$ cat src/rtl/kpd_pkg.sv
// Package for the key-exchange MAC payload deframer.
// Holds the phase type, field codes, error codes, register indexes and sizes.
// No dependencies; every other file imports it.
package kpd_pkg;

    // Field widths
    localparam int BYTE_W  = 8;
    localparam int LEN_W   = 16;
    localparam int KIND_W  = 3;
    localparam int ERR_W   = 2;
    localparam int CIDX_W  = 8;

    // Number of MAC bytes after an HMAC algorithm byte
    localparam logic [LEN_W-1:0] MAC_BYTES = LEN_W'(20);

    // Field expected next; the value doubles as the field kind of the item
    typedef enum logic [KIND_W-1:0] {
        PH_NEXT   = 3'd0,
        PH_ENCR   = 3'd1,
        PH_LENHI  = 3'd2,
        PH_LENLO  = 3'd3,
        PH_DATA   = 3'd4,
        PH_MACALG = 3'd5,
        PH_MAC    = 3'd6,
        PH_TRAIL  = 3'd7
    } t_phase;

    // Error codes
    localparam logic [ERR_W-1:0] ERR_NONE    = 2'd0;
    localparam logic [ERR_W-1:0] ERR_SHORT   = 2'd1;
    localparam logic [ERR_W-1:0] ERR_MAC_ALG = 2'd2;

    // Configuration register indexes
    localparam logic [CIDX_W-1:0] CFG_IDX_HMAC = 8'd0;
    localparam logic [CIDX_W-1:0] CFG_IDX_NULL = 8'd1;

    // Register reset values
    localparam logic [BYTE_W-1:0] HMAC_CODE_RST = 8'd1;
    localparam logic [BYTE_W-1:0] NULL_CODE_RST = 8'd0;

    // Configuration handed to the parser
    typedef struct packed {
        logic [BYTE_W-1:0] hmac_code;
        logic [BYTE_W-1:0] null_code;
    } t_cfg;

endpackage

$ cat src/rtl/kemac_payload_deframer_top.sv
// A result is registered and valid in the cycle after its byte is accepted.
// Throughput: one byte per cycle; the result register is refilled in the cycle it is
// taken, so input ready drops only while a result waits and output ready is low.
// Reset (synchronous, active low): parse state to the next-type field, length and count
// to zero, result register empty, HMAC code to 1 and null MAC code to 0.
// Configuration writes are always ready; the parser and registers are kpd_* modules.
module kemac_payload_deframer_top (
    input  logic                        i_clk,
    input  logic                        i_rst_n,
    input  logic                        i_cfg_valid,
    output logic                        o_cfg_ready,
    input  logic [kpd_pkg::CIDX_W-1:0]  i_cfg_index,
    input  logic [kpd_pkg::BYTE_W-1:0]  i_cfg_data,
    input  logic                        i_in_valid,
    output logic                        o_in_ready,
    input  logic [kpd_pkg::BYTE_W-1:0]  i_data_byte,
    input  logic                        i_buffer_last,
    output logic                        o_out_valid,
    input  logic                        i_out_ready,
    output logic [kpd_pkg::KIND_W-1:0]  o_field_kind,
    output logic [kpd_pkg::BYTE_W-1:0]  o_byte_value,
    output logic [kpd_pkg::LEN_W-1:0]   o_index_in_field,
    output logic                        o_payload_end,
    output logic [kpd_pkg::LEN_W-1:0]   o_data_length,
    output logic [kpd_pkg::ERR_W-1:0]   o_error_code
);
    import kpd_pkg::*;

    t_cfg cfg;

    // Algorithm code registers
    kpd_cfg_regs u_cfg (
        .i_clk       (i_clk),
        .i_rst_n     (i_rst_n),
        .i_cfg_valid (i_cfg_valid),
        .o_cfg_ready (o_cfg_ready),
        .i_cfg_index (i_cfg_index),
        .i_cfg_data  (i_cfg_data),
        .o_cfg       (cfg)
    );

    // Byte tagger
    kpd_parser u_parser (
        .i_clk            (i_clk),
        .i_rst_n          (i_rst_n),
        .i_cfg            (cfg),
        .i_in_valid       (i_in_valid),
        .o_in_ready       (o_in_ready),
        .i_data_byte      (i_data_byte),
        .i_buffer_last    (i_buffer_last),
        .o_out_valid      (o_out_valid),
        .i_out_ready      (i_out_ready),
        .o_field_kind     (o_field_kind),
        .o_byte_value     (o_byte_value),
        .o_index_in_field (o_index_in_field),
        .o_payload_end    (o_payload_end),
        .o_data_length    (o_data_length),
        .o_error_code     (o_error_code)
    );

endmodule

$ cat src/rtl/kpd_cfg_regs.sv
// Configuration registers of the deframer: HMAC and null MAC algorithm codes.
// Depends on kpd_pkg for indexes, reset values and the t_cfg struct.
module kpd_cfg_regs (
    input  logic                        i_clk,
    input  logic                        i_rst_n,
    input  logic                        i_cfg_valid,
    output logic                        o_cfg_ready,
    input  logic [kpd_pkg::CIDX_W-1:0]  i_cfg_index,
    input  logic [kpd_pkg::BYTE_W-1:0]  i_cfg_data,
    output kpd_pkg::t_cfg               o_cfg
);
    import kpd_pkg::*;

    logic [BYTE_W-1:0] r_hmac_code;
    logic [BYTE_W-1:0] r_null_code;
    logic              wr;

    // Take every write at once
    assign o_cfg_ready = 1'b1;
    assign wr          = i_cfg_valid && o_cfg_ready;

    // Store the addressed register; drop writes beyond the list
    always_ff @(posedge i_clk) begin
        if (!i_rst_n) begin
            r_hmac_code <= HMAC_CODE_RST;
            r_null_code <= NULL_CODE_RST;
        end else if (wr) begin
            if (i_cfg_index == CFG_IDX_HMAC) begin
                r_hmac_code <= i_cfg_data;
            end
            if (i_cfg_index == CFG_IDX_NULL) begin
                r_null_code <= i_cfg_data;
            end
        end
    end

    assign o_cfg.hmac_code = r_hmac_code;
    assign o_cfg.null_code = r_null_code;

endmodule

$ cat src/rtl/kpd_parser.sv
// Phase tracker and result register of the deframer: tags each byte in one pass.
// Depends on kpd_pkg for the phase type, codes and sizes.
module kpd_parser (
    input  logic                        i_clk,
    input  logic                        i_rst_n,
    input  kpd_pkg::t_cfg               i_cfg,
    input  logic                        i_in_valid,
    output logic                        o_in_ready,
    input  logic [kpd_pkg::BYTE_W-1:0]  i_data_byte,
    input  logic                        i_buffer_last,
    output logic                        o_out_valid,
    input  logic                        i_out_ready,
    output logic [kpd_pkg::KIND_W-1:0]  o_field_kind,
    output logic [kpd_pkg::BYTE_W-1:0]  o_byte_value,
    output logic [kpd_pkg::LEN_W-1:0]   o_index_in_field,
    output logic                        o_payload_end,
    output logic [kpd_pkg::LEN_W-1:0]   o_data_length,
    output logic [kpd_pkg::ERR_W-1:0]   o_error_code
);
    import kpd_pkg::*;

    // Parse state
    t_phase            r_phase, n_phase;
    logic [LEN_W-1:0]  r_field_count, n_field_count;
    logic [LEN_W-1:0]  r_length, n_length;

    // Result register
    logic              r_out_valid;
    logic [KIND_W-1:0] r_kind;
    logic [BYTE_W-1:0] r_byte;
    logic [LEN_W-1:0]  r_index;
    logic              r_end;
    logic [LEN_W-1:0]  r_dlen;
    logic [ERR_W-1:0]  r_err;

    // Result of the current byte
    logic [KIND_W-1:0] res_kind;
    logic [LEN_W-1:0]  res_index;
    logic              res_end;
    logic [LEN_W-1:0]  res_dlen;
    logic [ERR_W-1:0]  res_err;

    logic              acc;
    logic [LEN_W:0]    cnt_inc;
    logic [LEN_W-1:0]  len_full;

    // Accept while the result register is empty or being emptied
    assign o_in_ready = !r_out_valid || i_out_ready;
    assign acc        = i_in_valid && o_in_ready;

    assign cnt_inc  = {1'b0, r_field_count} + {{LEN_W{1'b0}}, 1'b1};
    assign len_full = {r_length[LEN_W-1:BYTE_W], i_data_byte};

    // Next state
    always_comb begin
        n_phase       = r_phase;
        n_field_count = r_field_count;
        n_length      = r_length;
        case (r_phase)
            PH_NEXT:  n_phase = PH_ENCR;
            PH_ENCR:  n_phase = PH_LENHI;
            PH_LENHI: begin
                n_length = {i_data_byte, {BYTE_W{1'b0}}};
                n_phase  = PH_LENLO;
            end
            PH_LENLO: begin
                n_length      = len_full;
                n_field_count = '0;
                n_phase       = (len_full == '0) ? PH_MACALG : PH_DATA;
            end
            PH_DATA: begin
                n_field_count = cnt_inc[LEN_W-1:0];
                if (cnt_inc >= {1'b0, r_length}) begin
                    n_field_count = '0;
                    n_phase       = PH_MACALG;
                end
            end
            PH_MACALG: begin
                n_field_count = '0;
                n_phase = (i_data_byte == i_cfg.hmac_code) ? PH_MAC : PH_TRAIL;
            end
            PH_MAC: begin
                n_field_count = cnt_inc[LEN_W-1:0];
                if (cnt_inc >= {1'b0, MAC_BYTES}) begin
                    n_field_count = '0;
                    n_phase       = PH_TRAIL;
                end
            end
            default: n_phase = PH_TRAIL;
        endcase
        // Start afresh after the last byte of the buffer
        if (i_buffer_last) begin
            n_phase       = PH_NEXT;
            n_field_count = '0;
            n_length      = '0;
        end
    end

    // Result fields
    always_comb begin
        res_kind  = r_phase;
        res_index = '0;
        res_end   = 1'b0;
        res_dlen  = '0;
        res_err   = ERR_NONE;
        case (r_phase)
            PH_NEXT, PH_ENCR, PH_LENHI: ;
            PH_LENLO: res_dlen = len_full;
            PH_DATA: begin
                res_index = r_field_count;
                res_dlen  = r_length;
            end
            PH_MACALG: begin
                res_dlen = r_length;
                if (i_data_byte == i_cfg.hmac_code) begin
                    res_end = 1'b0;
                end else if (i_data_byte == i_cfg.null_code) begin
                    res_end = 1'b1;
                end else begin
                    res_err = ERR_MAC_ALG;
                end
            end
            PH_MAC: begin
                res_index = r_field_count;
                res_dlen  = r_length;
                res_end   = (cnt_inc >= {1'b0, MAC_BYTES});
            end
            default: res_dlen = r_length;
        endcase
        // Flag a buffer that ends inside the payload
        if (i_buffer_last && !res_end && res_err == ERR_NONE && r_phase != PH_TRAIL) begin
            res_err = ERR_SHORT;
        end
    end

    // Advance the parse state on each accepted item
    always_ff @(posedge i_clk) begin
        if (!i_rst_n) begin
            r_phase       <= PH_NEXT;
            r_field_count <= '0;
            r_length      <= '0;
        end else if (acc) begin
            r_phase       <= n_phase;
            r_field_count <= n_field_count;
            r_length      <= n_length;
        end
    end

    // Hold the result until taken
    always_ff @(posedge i_clk) begin
        if (!i_rst_n) begin
            r_out_valid <= 1'b0;
        end else if (acc) begin
            r_out_valid <= 1'b1;
        end else if (i_out_ready) begin
            r_out_valid <= 1'b0;
        end
    end

    always_ff @(posedge i_clk) begin
        if (acc) begin
            r_kind  <= res_kind;
            r_byte  <= i_data_byte;
            r_index <= res_index;
            r_end   <= res_end;
            r_dlen  <= res_dlen;
            r_err   <= res_err;
        end
    end

    assign o_out_valid      = r_out_valid;
    assign o_field_kind     = r_kind;
    assign o_byte_value     = r_byte;
    assign o_index_in_field = r_index;
    assign o_payload_end    = r_end;
    assign o_data_length    = r_dlen;
    assign o_error_code     = r_err;

    // The data counter never reaches the decoded length
    a_data_count: assert property (@(posedge i_clk) disable iff (!i_rst_n)
        r_phase == PH_DATA |-> r_field_count < r_length)
        else $error("data counter at or beyond length");

    // A buffer end always returns the tracker to the first field
    a_last_clears: assert property (@(posedge i_clk) disable iff (!i_rst_n)
        acc && i_buffer_last |=> r_phase == PH_NEXT && r_length == '0)
        else $error("state not cleared after last byte");

    // An unknown algorithm is reported only on the algorithm byte
    a_alg_err_kind: assert property (@(posedge i_clk) disable iff (!i_rst_n)
        o_out_valid && o_error_code == ERR_MAC_ALG |-> o_field_kind == PH_MACALG)
        else $error("algorithm error on wrong field");

    // A completed payload carries no error
    a_end_no_err: assert property (@(posedge i_clk) disable iff (!i_rst_n)
        o_out_valid && o_payload_end |-> o_error_code == ERR_NONE)
        else $error("payload end with error");

    // Only data and MAC bytes carry an index
    a_index_kind: assert property (@(posedge i_clk) disable iff (!i_rst_n)
        o_out_valid && o_index_in_field != '0 |->
            o_field_kind == PH_DATA || o_field_kind == PH_MAC)
        else $error("index on a fixed field");

endmodule
$ cat config.mk
export PLATFORM = sky130hd
export DESIGN_NAME = kemac_payload_deframer_top
export DESIGN_NICKNAME = d
export VERILOG_FILES = /design/src/rtl/kpd_pkg.sv /design/src/rtl/kemac_payload_deframer_top.sv /design/src/rtl/kpd_cfg_regs.sv /design/src/rtl/kpd_parser.sv
export SDC_FILE = /design/constraint.sdc
export NUM_CORES = 1
export LEC_CHECK = 0
export BUFFER_PORTS_ARGS = -buffer_cell sky130_fd_sc_hd__buf_2
export CAP_MARGIN = 0
export CORE_AREA = 2 2 104 106
export CTS_CLUSTER_SIZE = 16
export DETAILED_ROUTE_END_ITERATION = 6
export DIE_AREA = 0 0 106 108
export GPL_TIMING_DRIVEN = 0
export PLACE_DENSITY = 0.7
export RECOVER_POWER = 50
export SLEW_MARGIN = 15
export SYNTH_ARGS = -nofsm -noshare
export SYNTH_HDL_FRONTEND = slang
export SYNTH_SLANG_ARGS = --single-unit
$ cat constraint.sdc
create_clock -name i_clk -period 9.8 [get_ports i_clk]
set_input_delay 0.98 -clock i_clk [delete_from_list [all_inputs] [get_ports i_clk]]
set_output_delay 0.98 -clock i_clk [all_outputs]
set_load 0.03 [all_outputs]
---- Word-level counts from Yosys, hierarchy flattened ----
Cells that the tools add are included.
storage, ports and cells
  register bits after elaboration ......... 98
  latch bits .............................. 0
  memory bits (writable) .................. 0
  bits in read-only memories .............. 0
  output and inout bits ................... 49
  word-level logic and storage cells ...... 74
  memories kept ........................... 0
cells by class
  add/subtract/negate cells ............... 1
  multipliers ............................. 0
  divide/modulo/power cells ............... 0
  order comparisons ....................... 2
  eq/ne operators ......................... 13
  shifts and indexed selects .............. 0
  multiplexer cells ....................... 21
  bitwise operators ....................... 0
  reductions and logical operators ........ 24
operators with widths
  kind                                                                 count
  2-to-1 mux 16 bit                                                    4
  case mux 16 bit (2 select lines)                                     2
  case mux 16 bit (3 select lines)                                     1
  case mux 3 bit (7 select lines)                                      1
  adder 16 x 1 -> 17 bit (second input constant)                       1
  greater-or-equal comparator 17 x 16 -> 1 bit                         1
  greater-or-equal comparator 17 x 5 -> 1 bit (second input constant)  1
  equality test 8 bit                                                  2
  zero test 16 bit                                                     1
  equality test 3 bit (second input constant)                          3
  2-to-1 mux 3 bit                                                     3
  equality test 8 x 1 -> 1 bit (second input constant)                 1
  zero test 8 bit                                                      1
  AND reduction 2 bit                                                  4
  equality test 3 x 2 -> 1 bit (second input constant)                 2
  2-to-1 mux 1 bit                                                     6
  2-to-1 mux 2 bit                                                     3
  != test 3 x 2 -> 1 bit (second input constant)                       2
  AND reduction 3 bit                                                  2
  logical AND 1 bit                                                    4
  nonzero test 2 bit                                                   2
  nonzero test 4 bit                                                   1
  OR reduction 2 bit                                                   2
  equality test 3 x 1 -> 1 bit (second input constant)                 1
  other kinds (9)                                                      10

---- Longest topological paths before layout ----
Gate-level depths: netlist of run 1.
  depth in word-level cells ............... 8
  mapped depth ............................ 17

---- Cells and area by module ----
Synthesis of run 1 repeated with hierarchy kept, for this count alone.
unflattened totals
  cells, all modules ...................... 506
  area, all modules ....................... 5018.6 um^2
by module, submodules not included
  module        instances  cells an instance  area an instance (um^2)
  kpd_parser    1          438                4357.9
  kpd_cfg_regs  1          68                 660.6

---- Worst setup path before layout of run 1 ----
No wires, ideal clock.
  path type ............................... input to register
  start point ............................. input i_out_ready
  end point ............................... register u_parser.r_length[6]
  library setup time ...................... 67 ps
  arrival ................................. 3530 ps
  path slack .............................. 6203 ps
  stages .................................. 7
  cell sequence ........................... nand2b_1 nand2_1 inv_1 nand2_1 nor4_1 a22oi_1 nor2b_1
between the ends
  longest elaborated chain between the ends .. 3
RTL lines
  element                               line                              source
  start, declared                       kemac_payload_deframer_top.sv:19  input logic i_out_ready,
  logical OR 1 bit                      kpd_parser.sv:48                  assign o_in_ready = !r_out_valid || i_out_ready;
  logical AND 1 bit                     kpd_parser.sv:49                  assign acc = i_in_valid && o_in_ready;
  via u_parser.acc                      kpd_parser.sv:43                  logic acc;
  AND reduction 2 bit (no source line)  --
  end signal, assigned                  kpd_parser.sv:145                 r_length <= n_length;
  end, declared                         kpd_parser.sv:25                  logic [LEN_W-1:0] r_length, n_length;
The timed path passes the listed nets, and every way through them passes these cells.
A chain may end at the register's enable or synchronous reset.

---- Worst setup path after layout of run 1 ----
  start point ............................. input i_out_ready
  end point ............................... register u_parser.r_length[8]
between the ends
  longest elaborated chain between the ends .. 3
RTL lines
  element                               line
  logical OR 1 bit                      kpd_parser.sv:48
  logical AND 1 bit                     kpd_parser.sv:49
  via u_parser.acc                      kpd_parser.sv:43
  AND reduction 3 bit (no source line)  --
The timed path passes the listed nets, and every way through them passes these cells.

==> impl_summary.txt, run 1 <==
----------------------------------------------------
[Pwr]
  Proportion of power drawn by combinational gates ... 0.097
  Cell leakage power ... 2.23 nW
  Share of power burned in registers ... 0.557
  Internal power ... 587 uW
  Overall power of the completed layout ... about 800 uW
  Clock Power Share ... 0.346
  PD cells ... 138 nW/um2
  Peak VDD IR ... slightly below 0.00007 V
  Switch Pwr ... 211 uW
  Fraction of power spent switching nets ... 0.264

[Job]
  Max_cap viols ... 1

[STA]
  Post-Route Setup TNS ... 0 ns
  Final clock skew ... 0.00925 ns
  Fin crit share ... 0.452
  Total of endpoints with negative setup slack in the final report ... 0
  Final hold violation count ... 0
  Clock period minus worst slack ... 4.43 ns
  Transition at the pin with the smallest max-transition slack ... 2.08 ns
  Headroom to the max-slew limit ... -0.387
  RSZ-0062 raised after global routing ... no
  Final Max Tran Viols ... 40
  Fmax ... 226 MHz

[Clock tree]
  TritonCTS clock tree ... yes
  Clock Root Buffer ... clkbuf_8
  Resized Gates After CTS ... 0
  Clock-pin slew of the registers on the worst-case setup and hold paths ... 0.09 ns
  CTS HTree Levels ... 3
  Number of clock sinks ... just under 100
  Worst-skew pair later-pin latency ... between 0.3 and 0.4 ns
  Quantity of hold-fixing buffers added after cts ... 0
  Clock buffer count from CTS ... 9
  Buffer count from post-CTS setup fixing ... 0
  Number of buffers on the longest clock path ... 2

[Setup path]
  Startpoint of the most critical register-to-register path ... u_parser.o_out_valid
  Required arrival time at the worst endpoint ... a little over 10 ns
  Data arrival time of the critical path ... 4.73 ns
  Start-to-end type of the worst setup path ... in -> reg
  Critical path endpoint category ... register
  Worst setup slack for register-to-register paths ... 5.77 ns
  Largest fanout of any net on the critical path ... 39
  Startpoint type of the worst setup path ... input pin
  Worst R2R Path Depth ... 9
  Worst flop-to-flop path endpoint ... u_parser.r_length[8]

[Drt]
  WL per Instance ... 15.8 um
  Via density per instance ... 5.49
  Remaining routing DRC violations ... 0
  Vias after detailed routing ... between 4000 and 5000
  Count of antenna-violating nets left after detailed routing ... 0
  Iteration-0 DRC count of the detailed router ... 259
  Detailed-routing iteration count for the pre-antenna-repair pass ... 5
  DRT Wirelength ... ~12 mm

[GRT]
  Number of antenna violations at the first check in global routing ... 0
  Global Route Usage Sum ... 0.214
  Pin count of the biggest net entering global routing ... 40
  Number of global-route vias before repair ... just under 4000
  Wire length of the first global-routing pass ... 19.1 mm
  Remaining Overflow, GRT ... 0

[Final layout]
  Multi-input gate area ... 2340 um2
  Layout fillers ... 925
  Final nets ... 649
  Register cell area after layout ... 2420 um2
  Count of antenna diodes in the layout ... 0
  Proportion of layout cells with a drive suffix above 1 ... 0.146
  Area Overhead vs Synth ... 14.8%

[Floorplan]
  Die span in y ... around 110 um
  Placeable core region ... 10200 um2
  Starting density of the core ... 0.492
  Horiz. Die Dim ... ~110 um
  Row cnt ... 37
  Die area ... 11400 um2
  Top-level port count ... 79

[Synthesis]
  Number of library cell types mapped by synthesis ... 59
  Post-synth EDFFs ... 46
  Proportion of synthesized chip area in sequential cells ... 0.482
  Cell count after synthesis ... 514
  Post-synthesis average cell area ... 9.79 um2
  Number of nets produced by synthesis ... 560
  Synth warn ... 0
  Post-synthesis instance area ... 5030 um2
  Async SR Flop Fraction ... 0
  Flip-flop and latch count after synthesis ... between 90 and 100
  Most instantiated flip-flop cell in the synthesis netlist ... dfxtp_1

[Worst hold path]
  HP Class ... reg -> reg
  Worst hold stages ... 2
  Hold endpoint ... u_parser.r_length[10]
  Startpoint of the most critical hold path ... u_parser.r_length[10]

[Place]
  Total half-perimeter wirelength after legalization and detailed placement ... 8.39 mm
  Gpl congestion ... 0.975
  Number of input and output port buffers inserted ... 77

[Run status]
  Violated checks ... capacitance limit, slew limit
  Outcome ... finished, violations left

----------------------------------------------------
## how the worst max path moves through the flow
| stage | startpoint | end | slack [ns] |
|---|---|---|---|
| 4_1_cts | u_parser.r_field_count[8] | u_parser.r_field_count[2] | 5.83 |
| 5_1_grt | i_out_ready | u_parser.r_length[14] | 4.87 |
| 3_3_place_gp | i_out_ready | u_parser.r_length[6] | 5.68 |
| 6_report | i_out_ready | u_parser.r_length[8] | 5.37 |
| 3_5_place_dp | u_parser.r_field_count[8] | u_parser.r_field_count[2] | 5.85 |
| 2_1_floorplan | i_out_ready | u_parser.r_length[6] | 6.20 |
## cells in the mapped netlist (11+ instances only)
cell type | instances | area share
dfxtp_1 | 52 | 0.21
edfxtp_1 | 46 | 0.27
nand4_1 | 11 | 0.014
mux2i_1 | 19 | 0.038
inv_1 | 31 | 0.023
xnor2_1 | 21 | 0.037
nand3_1 | 18 | 0.018
ha_1 | 16 | 0.040
a21oi_1 | 21 | 0.021
nor2_1 | 35 | 0.026
and2_1 | 18 | 0.022
nor2b_1 | 16 | 0.020
o21ai_0 | 14 | 0.014
nand2_1 | 44 | 0.033
clkbuf_1 | 27 | 0.020
## layer usage
metal,global-route usage,vias up,share of wire
met2,0.349,122,0.48
met1,0.277,1934,0.45
met4,0.108,0,0.021
met3,0.0338,19,0.052
li1,-,2010,-
met5,0,-,0
## per-stage QoR
step / util / hold WS (ns) / setup WS [ns] / instance area, um2 / instances
CTS: 0.569 / 0.472 / 5.83 / 5820 / 744
detailed placement: 0.548 / 0.460 / 5.85 / 5610 / 728
floorplan: - / 0.429 / 6.20 / 5030 / 514
global route: 0.565 / 0.499 / 4.87 / 5780 / 744
global placement: 0.546 / 0.445 / 5.68 / 5590 / 727
finish: 0.565 / 0.472 / 5.37 / 5780 / 744
## flip-flops by register name, summed over array words and instances, names as in the netlist, 8 cells and up
name and cells:
u_cfg.r_hmac_code 8, u_parser.r_field_count 16, u_parser.r_length 16, u_parser.o_byte_value 8, u_cfg.r_null_code 8, u_parser.o_index_in_field 16
u_parser.o_data_length 16
## worst max-delay path, stage by stage
cell,delay [ns]
buf_2,0.08
nand2b_1,0.13
nand2_1,0.14
inv_1,0.40
clkbuf_1,1.54
nand2_1,0.23
clkbuf_1,0.33
a21oi_1,0.56
nand3_1,0.16
a21oi_1,0.17
## layout make-up
| cell class | count | share of cell area |
|---|---|---|
| multi-input cells | 349 | 0.406 |
| well taps | 136 | 0.0295 |
| inverters | 31 | 0.0201 |
| clock buffers | 12 | 0.0305 |
| flip-flops and latches | 98 | 0.419 |
| repair buffers | 78 | 0.0615 |
| clock inverters | 4 | 0.00650 |
| plain buffers | 36 | 0.0269 |
## power by group through the flow
stage | Combinational [mW] | Clock (mW) | Sequential [mW]
6_report | 0.0774 | 0.276 | 0.444
5_1_grt | 0.0837 | 0.295 | 0.445
4_1_cts | 0.0799 | 0.281 | 0.443
3_5_place_dp | 0.0794 | 0 | 0.453
3_3_place_gp | 0.0768 | 0 | 0.453
2_1_floorplan | 0.0308 | 0 | 0.474
## cells by family (layout without fill, tap and decap cells)
logic type | Yosys count | in the layout | synth area share
AOI/OAI and AO/OA | 93 | 93 | 0.134
xor gates and xnor gates | 26 | 26 | 0.0453
adders and majority gates | 17 | 17 | 0.0418
buffers and inverters | 67 | 161 | 0.0540
DFF | 98 | 98 | 0.482
muxes | 19 | 19 | 0.0378
other | 1 | 1 | 0.000746
and+or+nand+nor | 193 | 193 | 0.205
## cell usage in the layout, fill, tap and decap left out, types with 9 or more instances in the layout
| master | netlist | layout |
|---|---|---|
| a21oi_1 | 21 | 21 |
| a22o_1 | 9 | 9 |
| a22oi_1 | 10 | 10 |
| and2_1 | 18 | 12 |
| buf_2 | 4 | 54 |
| clkbuf_1 | 27 | 55 |
| clkbuf_8 | 0 | 11 |
| dfxtp_1 | 52 | 52 |
| edfxtp_1 | 46 | 46 |
| ha_1 | 16 | 16 |
| inv_1 | 31 | 31 |
| mux2i_1 | 19 | 19 |
| nand2_1 | 44 | 44 |
| nand3_1 | 18 | 18 |
| nand4_1 | 11 | 11 |
| nor2_1 | 35 | 35 |
| nor2b_1 | 16 | 16 |
| nor4_1 | 10 | 9 |
| o21ai_0 | 14 | 14 |
| xnor2_1 | 21 | 21 |
Power figures use the tool's default switching activity.
==> run 2: changes to the inputs <==
==> constraint.sdc (replaced) <==
create_clock -name i_clk -period 4.1 [get_ports i_clk]
set_input_delay 0.41 -clock i_clk [delete_from_list [all_inputs] [get_ports i_clk]]
set_output_delay 0.41 -clock i_clk [all_outputs]
set_load 0.03 [all_outputs]
==> run 2 against run 1 <==
  * The flow now finishes without violations
  * Cell count grew 0.27%
  * Clock skew grew 0.0026 ns
  * First-iteration DRC count grew 4.2%
  * Routed wire length shrank 0.32%
  * Global-route usage is the same
  * Setup slack lost 5.0 ns
  * Critical path depth grew 5
  * Total power grew 140%
  * Flip-flop and latch count is the same
==> impl_summary.txt, run 2 (same netlist as run 1, synthesis figures left out) <==
----------------------------------------------------
[Run status]
  Outcome ... complete, no violations

[Clock tree]
  Clock-pin slew of the registers on the worst-case setup and hold paths ... around 0.090 ns
  Number of clock sinks ... 98
  Quantity of hold-fixing buffers added after cts ... 0
  Clock Root Buffer ... clkbuf_8
  Clock buffer count from CTS ... 9
  Number of buffers on the longest clock path ... 2
  TritonCTS clock tree ... yes
  CTS HTree Levels ... 3
  Worst-skew pair later-pin latency ... ~0.38 ns

[STA]
  Final clock skew ... 0.0119 ns
  RSZ-0062 raised after global routing ... no
  Clock period minus worst slack ... ~3.8 ns
  Final Max Tran Viols ... 0
  Total of endpoints with negative setup slack in the final report ... 0
  Transition at the pin with the smallest max-transition slack ... 0.924 ns
  Fmax ... 266 MHz
  Post-Route Setup TNS ... 0 ns
  Headroom to the max-slew limit ... 0.382
  Final hold violation count ... 0
  Fin crit share ... 0.916

[Pwr]
  Cell leakage power ... 2.19 nW
  Proportion of power drawn by combinational gates ... 0.097
  Fraction of power spent switching nets ... 0.265
  Internal power ... 1.40 mW
  PD cells ... 329 nW/um2
  Switch Pwr ... 504 uW
  Share of power burned in registers ... 0.557
  Peak VDD IR ... 0.000165 V
  Clock Power Share ... 0.347
  Overall power of the completed layout ... 1.90 mW

[Drt]
  Vias after detailed routing ... 4059
  Detailed-routing iteration count for the pre-antenna-repair pass ... 4
  Remaining routing DRC violations ... 0
  Iteration-0 DRC count of the detailed router ... between 200 and 300
  Via density per instance ... 5.44
  Count of antenna-violating nets left after detailed routing ... 0
  WL per Instance ... 15.7 um
  DRT Wirelength ... 11.7 mm

[Setup path]
  Start-to-end type of the worst setup path ... reg -> reg
  Largest fanout of any net on the critical path ... 10
  Peak per-stage delay on the critical path ... 0.53 ns
  Worst R2R Path Depth ... 15
  Worst setup startpoint ... u_parser.r_field_count[0]
  Startpoint of the most critical register-to-register path ... u_parser.r_field_count[0]
  Worst setup slack for register-to-register paths ... 0.35 ns
  Worst flop-to-flop path endpoint ... u_parser.r_field_count[2]
  Critical path capture point ... u_parser.r_field_count[2]
  Data arrival time of the critical path ... 4.02 ns
  Startpoint type of the worst setup path ... register
  Sequence of cells on the critical path ... ha_1, nand3_2, nor4_1, xnor2_1, inv_1, ha_1, and3_1, nand4_1, a2111oi_1, a31oi_1, or3_1, buf_2, a22oi_4, buf_6, o211ai_2
  Required arrival time at the worst endpoint ... between 4 and 5 ns
  Critical path endpoint category ... register
  Slowest cell on the critical path ... dfxtp_1
  Critical path's most frequent cell ... ha_1

[GRT]
  GRT met2 Usage ... 0.349
  Pin count of the biggest net entering global routing ... 40
  Wire length of the first global-routing pass ... 19.1 mm
  Global Route Usage Sum ... 0.214
  Met1 track demand over resource ... 0.277
  Grt peak-use layer ... met2
  Remaining Overflow, GRT ... 0
  Met3 usage in global routing ... 0.0338
  Number of antenna violations at the first check in global routing ... 0
  Number of global-route vias before repair ... 3957

[Final layout]
  Count of antenna diodes in the layout ... 0
  Highest-count cells in the layout ignoring fill and taps ... clkbuf_1, dfxtp_1, edfxtp_1
  Final nets ... 651
  Area Overhead vs Synth ... 15.0%
  Proportion of layout cells with a drive suffix above 1 ... 0.116
  Most common cell after layout, fill and taps aside ... clkbuf_1

[Floorplan]
  Die area ... 11400 um2
  Placeable core region ... 10200 um2
  Die span in y ... 108 um
  Horiz. Die Dim ... 106 um
  Row cnt ... 37
  Top-level port count ... between 70 and 80
  Starting density of the core ... 0.492

[Place]
  Total half-perimeter wirelength after legalization and detailed placement ... 8.39 mm
  Gpl congestion ... 0.975
  Number of input and output port buffers inserted ... 77

[Job]
  Max_cap viols ... 0

[Worst hold path]
  HP Class ... in -> reg

----------------------------------------------------
## run 2: cell count changes in the layout (fill, tap and decap cells not counted), sizes merged
cell,change
clkbuf,+25
buf,-23
## run 2: how the worst min path moves through the flow
| stage | cells after the start | startpoint | slack (ns) | endpoint |
|---|---|---|---|---|
| after floorplan | 0 | u_parser.r_phase[1] | 0.43 | u_parser.o_field_kind[1] |
| after detailed placement | 0 | u_parser.r_phase[1] | 0.46 | u_parser.o_field_kind[1] |
| final | 1 | i_data_byte[1] | 0.22 | u_parser.o_byte_value[1] |
| after global routing | 1 | i_data_byte[1] | 0.22 | u_parser.o_byte_value[1] |
| after CTS | 1 | i_data_byte[4] | 0.21 | u_parser.o_byte_value[4] |
| after global placement | 0 | u_parser.r_phase[1] | 0.44 | u_parser.o_field_kind[1] |
## run 2: power groups by stage
stage	clock network [mW]	logic, mW	registers (mW)
detailed placement	0	0.190	1.08
global route	0.705	0.199	1.06
finish	0.660	0.184	1.06
floorplan	0	0.0737	1.13
CTS	0.672	0.191	1.06
global placement	0	0.183	1.08
## run 2: metal layers
layer,up-vias,part of all wire
li1,2006,-
met4,0,0.021
met3,20,0.047
met1,1925,0.44
met2,108,0.49
met5,-,0
## run 2: timing repair
action	4_1_cts	5_1_grt
resized for setup	0	6
endpoints found under the setup margin	0	16
setup buffers	0	2
## run 2: metrics by stage
step	setup slack, ns	area, um2	utilization	std cells	hold slack, ns
after floorplan	0.811	5030	-	514	0.429
after global placement	0.303	5590	0.546	727	0.445
after detailed placement	0.150	5610	0.548	728	0.460
after CTS	0.133	5820	0.569	744	0.210
after global routing	0.0285	5780	0.565	746	0.216
final	0.345	5780	0.565	746	0.216
## run 2: final cells by class
type | instances | area [um2]
fill | 940 | 4450
sequential | 98 | 2420
multi-input combinational | 349 | 2350
timing repair buffer | 80 | 355
clock buffer | 12 | 176
tap | 136 | 170
buffer | 36 | 159
inverter | 31 | 116
clock inverter | 4 | 37.5
## run 2: critical path: cells and delay by family, from the launching register on
| family | cells | cell delay (ns) |
|---|---|---|
| and+or+nand+nor | 5 | 1.20 |
| DFF | 1 | 0.53 |
| buffers and inverters | 3 | 0.46 |
| AOI/OAI and AO/OA | 4 | 0.73 |
| xor gates and xnor gates | 1 | 0.18 |
| adders and majority gates | 2 | 0.55 |
